`src/qenc_pkg.sv`:
```
// shared types, function codes and defaults for the quadrature encoder block
package qenc_pkg;

	// default bank size
	localparam int QENC_ENCODERS = 2;

	// debounce time after reset, in milliseconds
	localparam logic [15:0] QENC_DEBOUNCE_RST = 16'd50;

	// function codes of an input item
	localparam logic [2:0] FN_SAMPLE     = 3'd0;
	localparam logic [2:0] FN_INIT       = 3'd1;
	localparam logic [2:0] FN_DELTA_CLR  = 3'd2;
	localparam logic [2:0] FN_POSITION   = 3'd3;
	localparam logic [2:0] FN_ZERO_POS   = 3'd4;
	localparam logic [2:0] FN_EDGE_CLR   = 3'd5;
	localparam logic [2:0] FN_PRESSED    = 3'd6;
	localparam logic [2:0] FN_COUNT_CLR  = 3'd7;

	// last step direction codes, two's complement
	localparam logic [1:0] DIR_UP   = 2'b01;
	localparam logic [1:0] DIR_DOWN = 2'b11;
	localparam logic [1:0] DIR_NONE = 2'b00;

	typedef struct packed {
		logic [2:0]  func;
		logic [1:0]  encoder_id;
		logic        phase_a;
		logic        phase_b;
		logic        button_level;
		logic [31:0] now_ms;
	} qenc_in_t;

	typedef struct packed {
		logic signed [31:0] read_value;
		logic               id_valid;
	} qenc_out_t;

	// one memory word per encoder
	typedef struct packed {
		logic [31:0] position_count;
		logic [1:0]  last_direction;
		logic        prev_phase_a;
		logic        prev_phase_b;
		logic        prev_button;
		logic        pressed_flag;
		logic        press_edge;
		logic [7:0]  press_total;
		logic [31:0] change_time;
	} qenc_state_t;

endpackage

```
`src/quadrature_encoder_with_button_core.sv`:
```
// top level: quadrature encoder bank with debounced buttons
// a bank of ENCODERS rotary encoders whose state sits in one memory word per
// encoder; every item names an encoder and a function (sample, init, reads,
// read-and-clear, zero position) and yields exactly one result item, with
// id_valid low and a zero value when the encoder number is out of range. the
// block takes one item per clock unless stalled: an accepted item reads its
// encoder's word in the accept cycle, the next cycle computes the new word and
// the result, and the word is written back as the result enters the output
// register. back-to-back items on the same encoder see each other through a
// bypass on the memory read port, so there is no bubble. the state memory needs
// no clearing pass after reset: per-entry valid bits make an unwritten encoder
// read as all zero. debounce_ms resets to 50 and is written through cfg_we /
// cfg_wdata; the user must do so only while the block is idle, unenforced by it.
module quadrature_encoder_with_button_core
	import qenc_pkg::*;
#(
	parameter int ENCODERS = QENC_ENCODERS
) (
	input  logic        clk,
	input  logic        arst_n,
	// configuration write
	input  logic        cfg_we,
	input  logic [15:0] cfg_wdata,
	// input items
	input  logic        in_valid,
	output logic        in_stall,
	input  qenc_in_t    in_item,
	// result items
	output logic        out_valid,
	input  logic        out_stall,
	output qenc_out_t   out_item
);

	// memory address width, at least one bit
	localparam int AW = (ENCODERS > 1) ? $clog2(ENCODERS) : 1;

	logic [15:0] debounce_q;

	// stage 1: item waiting on its memory read
	logic        valid_s1;
	qenc_in_t    item_s1;
	logic        id_ok_s1;
	logic [AW-1:0] addr_s1;

	// output register
	logic        out_valid_q;
	qenc_out_t   out_item_q;

	logic          advance;
	logic          accept;
	logic          id_ok_in;
	logic [AW-1:0] addr_in;
	logic          commit;
	qenc_state_t   cur_state;
	qenc_state_t   nxt_state;
	logic [31:0]   value;

	// the output register frees up when empty or when its item is taken
	assign advance  = !out_valid_q || !out_stall;
	assign in_stall = valid_s1 && !advance;
	assign accept   = in_valid && !in_stall;

	// encoder number check and memory address
	assign id_ok_in = ({30'd0, in_item.encoder_id} < 32'(ENCODERS));
	assign addr_in  = AW'(in_item.encoder_id);

	// write back happens as the result leaves stage 1
	assign commit = valid_s1 && advance && id_ok_s1;

	qenc_state_ram #(
		.ENCODERS(ENCODERS),
		.AW(AW)
	) u_ram (
		.clk(clk),
		.arst_n(arst_n),
		.rd_en(accept && id_ok_in),
		.rd_addr(addr_in),
		.rd_data(cur_state),
		.wr_en(commit),
		.wr_addr(addr_s1),
		.wr_data(nxt_state)
	);

	qenc_update u_update (
		.item(item_s1),
		.cur(cur_state),
		.debounce_ms(debounce_q),
		.nxt(nxt_state),
		.value(value)
	);

	// configuration register
	always_ff @(posedge clk or negedge arst_n) begin
		if (!arst_n) begin
			debounce_q <= QENC_DEBOUNCE_RST;
		end else if (cfg_we) begin
			debounce_q <= cfg_wdata;
		end
	end

	// stage 1 control
	always_ff @(posedge clk or negedge arst_n) begin
		if (!arst_n) begin
			valid_s1 <= 1'b0;
		end else if (accept) begin
			valid_s1 <= 1'b1;
		end else if (advance) begin
			valid_s1 <= 1'b0;
		end
	end

	// stage 1 payload, held while stalled
	always_ff @(posedge clk) begin
		if (accept) begin
			item_s1  <= in_item;
			id_ok_s1 <= id_ok_in;
			addr_s1  <= addr_in;
		end
	end

	// output register control
	always_ff @(posedge clk or negedge arst_n) begin
		if (!arst_n) begin
			out_valid_q <= 1'b0;
		end else if (advance) begin
			out_valid_q <= valid_s1;
		end
	end

	// result payload; out-of-range encoders give zero
	always_ff @(posedge clk) begin
		if (advance && valid_s1) begin
			out_item_q.read_value <= id_ok_s1 ? value : '0;
			out_item_q.id_valid   <= id_ok_s1;
		end
	end

	assign out_valid = out_valid_q;
	assign out_item  = out_item_q;

endmodule

```
`src/qenc_state_ram.sv`:
```
// per-encoder state memory with entry valid bits and write-to-read bypass
module qenc_state_ram
	import qenc_pkg::*;
#(
	parameter int ENCODERS = QENC_ENCODERS,
	parameter int AW = 1
) (
	input  logic          clk,
	input  logic          arst_n,
	input  logic          rd_en,
	input  logic [AW-1:0] rd_addr,
	output qenc_state_t   rd_data,
	input  logic          wr_en,
	input  logic [AW-1:0] wr_addr,
	input  qenc_state_t   wr_data
);

	qenc_state_t mem [ENCODERS];
	logic [ENCODERS-1:0] vld_q;
	qenc_state_t rd_data_s1;
	logic rd_vld_s1;

	// storage and registered read, write data bypassed on a same-entry collision
	always_ff @(posedge clk) begin
		if (wr_en) begin
			mem[wr_addr] <= wr_data;
		end
		if (rd_en) begin
			if (wr_en && (wr_addr == rd_addr)) begin
				rd_data_s1 <= wr_data;
			end else begin
				rd_data_s1 <= mem[rd_addr];
			end
		end
	end

	// entries read as zero until first written
	always_ff @(posedge clk or negedge arst_n) begin
		if (!arst_n) begin
			vld_q <= '0;
			rd_vld_s1 <= 1'b0;
		end else begin
			if (wr_en) begin
				vld_q[wr_addr] <= 1'b1;
			end
			if (rd_en) begin
				rd_vld_s1 <= (wr_en && (wr_addr == rd_addr)) || vld_q[rd_addr];
			end
		end
	end

	assign rd_data = rd_vld_s1 ? rd_data_s1 : '0;

endmodule

```
`src/qenc_update.sv`:
```
// next-state and result logic for one item against one encoder's state
module qenc_update
	import qenc_pkg::*;
(
	input  qenc_in_t    item,
	input  qenc_state_t cur,
	input  logic [15:0] debounce_ms,
	output qenc_state_t nxt,
	output logic [31:0] value
);

	logic        pressed_now;
	logic        step;
	logic        up;
	logic [31:0] ct_new;
	logic [31:0] elapsed;
	qenc_state_t smp;

	assign pressed_now = ~item.button_level;

	// decoder: phase a change wins over phase b change
	always_comb begin
		step = 1'b0;
		up = 1'b0;
		if (item.phase_a != cur.prev_phase_a) begin
			step = 1'b1;
			up = (item.phase_b == cur.prev_phase_a);
		end else if (item.phase_b != cur.prev_phase_b) begin
			step = 1'b1;
			up = (item.phase_a != cur.prev_phase_b);
		end
	end

	assign ct_new = (pressed_now != cur.prev_button) ? item.now_ms : cur.change_time;
	assign elapsed = item.now_ms - ct_new;

	// sample update
	always_comb begin
		smp = cur;
		if (step) begin
			smp.prev_phase_a = item.phase_a;
			smp.prev_phase_b = item.phase_b;
			if (up) begin
				smp.position_count = cur.position_count + 32'd1;
				smp.last_direction = DIR_UP;
			end else begin
				smp.position_count = cur.position_count - 32'd1;
				smp.last_direction = DIR_DOWN;
			end
		end
		smp.change_time = ct_new;
		smp.prev_button = pressed_now;
		if (elapsed > {16'd0, debounce_ms}) begin
			if (pressed_now && !cur.pressed_flag) begin
				smp.pressed_flag = 1'b1;
				smp.press_edge = 1'b1;
				smp.press_total = cur.press_total + 8'd1;
			end else if (!pressed_now && cur.pressed_flag) begin
				smp.pressed_flag = 1'b0;
			end
		end
	end

	always_comb begin
		nxt = cur;
		value = '0;
		case (item.func)
			FN_SAMPLE: begin
				nxt = smp;
			end
			FN_INIT: begin
				nxt.prev_phase_a = item.phase_a;
				nxt.prev_phase_b = item.phase_b;
				nxt.prev_button = pressed_now;
			end
			FN_DELTA_CLR: begin
				value = {{30{cur.last_direction[1]}}, cur.last_direction};
				nxt.last_direction = DIR_NONE;
			end
			FN_POSITION: begin
				value = cur.position_count;
			end
			FN_ZERO_POS: begin
				nxt.position_count = '0;
			end
			FN_EDGE_CLR: begin
				value = {31'd0, cur.press_edge};
				nxt.press_edge = 1'b0;
			end
			FN_PRESSED: begin
				value = {31'd0, cur.pressed_flag};
			end
			default: begin
				value = {24'd0, cur.press_total};
				nxt.press_total = '0;
			end
		endcase
	end

endmodule

```
`config.mk`:
```
export PLATFORM = sky130hd
export DESIGN_NAME = quadrature_encoder_with_button_core
export DESIGN_NICKNAME = d
export VERILOG_FILES = /design/src/qenc_pkg.sv /design/src/quadrature_encoder_with_button_core.sv /design/src/qenc_state_ram.sv /design/src/qenc_update.sv
export SDC_FILE = /design/constraint.sdc
export NUM_CORES = 1
export LEC_CHECK = 0
export BUFFER_PORTS_ARGS = -buffer_cell sky130_fd_sc_hd__buf_2
export CORE_MARGIN = 3
export CORE_UTILIZATION = 40
export CTS_BUF_LIST = sky130_fd_sc_hd__clkbuf_8 sky130_fd_sc_hd__clkbuf_16
export DETAILED_ROUTE_END_ITERATION = 6
export GPL_TIMING_DRIVEN = 0
export PLACE_DENSITY = 0.67
export RECOVER_POWER = 100
export SLEW_MARGIN = 25
export SYNTH_ARGS = -nofsm -noshare
export SYNTH_HDL_FRONTEND = slang
export SYNTH_SLANG_ARGS = --single-unit
export TNS_END_PERCENT = 20
```
`constraint.sdc`:
```
create_clock -name clk -period 6 [get_ports clk]
set_input_delay 1.5 -clock clk [delete_from_list [all_inputs] [get_ports clk]]
set_output_delay 1.5 -clock clk [all_outputs]
set_load 0.05 [all_outputs]
```
==> impl_metrics.yaml <==
run_status:
  outcome: "complete, but fails checks"
  violations: "max-capacitance violations, max-slew violations, negative setup slack"
timing:
  relSlewSlack_pct: -113
  rsz0062_at_grt: "yes"
  fin_crit_ns: 6.26
  fmax_mhz: 160
  timing_hold_violations_final: 0
  setup_ws_ns: -0.258
  slew_viol_final: 243
  fin_skew_ns: 0.0231
  finalSetupViolations: 30
  post-route-period-util_pct: 104
  worst_pin_slew_ns: 3.20
finish:
  synthToLayoutAreaGrowth_pct: 15.7
  fillers: 4361
  design_area_um2: 21900
  drive_gt1_share_pct: 11.3
  final_cell_mix: "edfxtp_1 (310), nand2_1 (244), o21ai_0 (171), clkbuf_1 (138), a21oi_1 (125)"
  layout.cells.non_filler: 2611
  multi_input_area_um2: 8610
  nets: 2105
  antennaDiodeCount: 0
  seq_area_um2: 9840
  layout_commonest_cell: "edfxtp_1"
synthesis:
  synthFlopType: "edfxtp_1"
  synth-async-reset-ratio_pct: 6.34
  synth_top_area_share_pct: 49.2
  synth_nets: 1940
  syn_area_per_cell_um2: 10.5
  yosys_register_bits: 331
  synth_edf_count: 310
  synth_largest_area_cell: "edfxtp_1"
  synth_cell_type_count: 87
  yosysSeqAreaShare_pct: 52.0
  synth_area_leaders: "edfxtp_1 (49%), nand2_1 (4.9%), o21ai_0 (4.6%)"
  synthCells: 1810
  syn_area_um2: 18900
  yosysWarnings: 0
floorplan:
  fp-row-count: 79
  start_util_pct: 40.6
  pin_count: 96
  die_h_um: 224
  coreArea_um2: 46700
  die_area_um2: 50000
  die_x_um: 224
critical_path:
  end_kind: "flip-flop"
  worstPathRequired_ns: 6.29
  slowest_stage: "or4_4"
  critPathLaunch: "item_s1[32]"
  slowest_delay_ns: 0.55
  critPathLaunchType: "flip-flop"
  critical_path_class: "reg -> reg"
  worstReg2RegStart: "item_s1[32]"
  arrival_ns: 6.55
  worstPathMaxFanout: 8
  critPathMostFrequentCell: "buf_6"
power:
  p_per_area_nw_per_um2: 309
  peakVddDrop_v: 0.000210
  leakagePower_nw: 8.05
place:
  place_hpwl_um: 36200
  port_buffers: 95
  post-place-cells: 2520
  placed_area_um2: 20400
  routabilityCongestion: 0.938
routing:
  totalWireLength_um: 51000
  first_pass_iters: 6
  drc: 0
  vias_per_cell: 5.71
  dr_total_vias: 14900
  drt_iter0_drc: 1230
  ant_nets: 0
  wl_per_cell_um: 19.6
global_routing:
  grt.overflow.total: 0
  grt_max_degree: 42
  grtUsageTotal_pct: 20.0
  first_global_vias: 14400
  antenna_found_initial: 0
  grt_first_pass_wirelength_um: 79700
clocking:
  cts-htree-levels: 2
  cts_buffers: 38
  root_buffer: "clkbuf_16"
  clk_pin_slew_worst_paths_ns: 0.06
  clkLatencyLatePin_ns: 0.55
  cts_tree: "done"
  cts_sinks: 331
  cts_buffer_depth: 3
hold_path:
  hold_class: "reg -> reg"
  hold_start: "u_ram.vld_q[0]"
flow_run:
  maxCapViolations: 7
==> power by group <==
group,total [W],internal [W],switching [W]
logic,0.00162,0.000606,0.00102
registers,0.00276,0.00270,0.0000535
clock network,0.00238,0.00144,0.000937
==> synth_stat cells (28+ instances only) <==
library cell	n
xnor2_1	39
mux2i_1	80
ha_1	68
inv_1	45
nand2_1	248
nor2_1	82
a21o_1	37
a21oi_1	128
o2bb2ai_1	29
edfxtp_1	310
and2_1	48
a22oi_1	28
o21ai_0	173
clkbuf_1	89
==> metal layers <==
layer / wire [um] / global-route usage, % / vias up
met3: 3490 / 3.13 / 98
met5: 0 / 0 / -
met1: 21700 / 26.6 / 7154
met2: 24300 / 33.6 / 551
met4: 1590 / 6.52 / 0
li1: - / - / 7104
==> repair_timing <==
item,4_1_cts,5_1_grt
hold buffers,0,0
buffers inserted,18,11
pin swaps,24,28
gates resized for setup,57,25
endpoints found under the setup margin,51,51
==> critical path, delay by kind of cell, from the launching register on <==
kind / cells / cell delay, ns
xor+xnor: 2 / 0.42
buf+inv: 7 / 0.93
flops: 1 / 0.41
fa+ha+maj: 3 / 0.62
compound gates: 7 / 1.42
simple gates: 10 / 2.18
==> path summary, 6_finish.rpt <==
kind	cells after the start	slack, ns	end
worst max-delay path	29	-0.26	u_ram.rd_data_s1[39]
worst min-delay path	1	0.48	u_ram.vld_q[0]
worst max register to register	29	-0.26	u_ram.rd_data_s1[39]
worst min register to register	1	0.48	u_ram.vld_q[0]
max in group asynchronous	1	3.99	u_ram.rd_vld_s1
min in group asynchronous	1	1.19	debounce_q[14]
==> through the flow <==
step / setup TNS (ns) / utilization (%) / hold slack (ns) / power, W / setup WS [ns]
6_report: -4.69 / 46.9 / 0.483 / 0.00676 / -0.258
5_1_grt: -9.71 / 46.9 / 0.506 / 0.00708 / -0.412
3_5_place_dp: -81.17 / 43.7 / 0.469 / 0.00434 / -2.81
4_1_cts: -7.75 / 47.2 / 0.482 / 0.00678 / -0.339
3_3_place_gp: -320.45 / 43.2 / 0.452 / 0.00430 / -2.96
2_1_floorplan: -10.12 / - / 0.439 / 0.00393 / -0.465
==> kinds of logic after synthesis <==
family,Yosys count,share of synthesized area (%)
flops,331,52.0
buf+inv,162,3.46
simple gates,547,13.7
mux,86,4.63
fa+ha+maj,69,4.60
xor+xnor,57,2.68
compound gates,558,18.9
==> registers in the layout, indices dropped and copies added (netlist names), 2 cells and up <==
signal and flops:
u_ram.mem 158, debounce_q 16, u_ram.vld_q 2, out_item 33, item_s1 38, u_ram.rd_data_s1 79
==> cell type report <==
type | count | area share, %
sequential | 331 | 44.9
multi-input combinational | 1317 | 39.3
clock buffer | 41 | 4.63
tap | 607 | 3.47
timing repair buffer | 132 | 3.11
buffer | 110 | 2.45
clock inverter | 28 | 1.28
inverter | 45 | 0.789
Power figures use the tool's default switching activity.
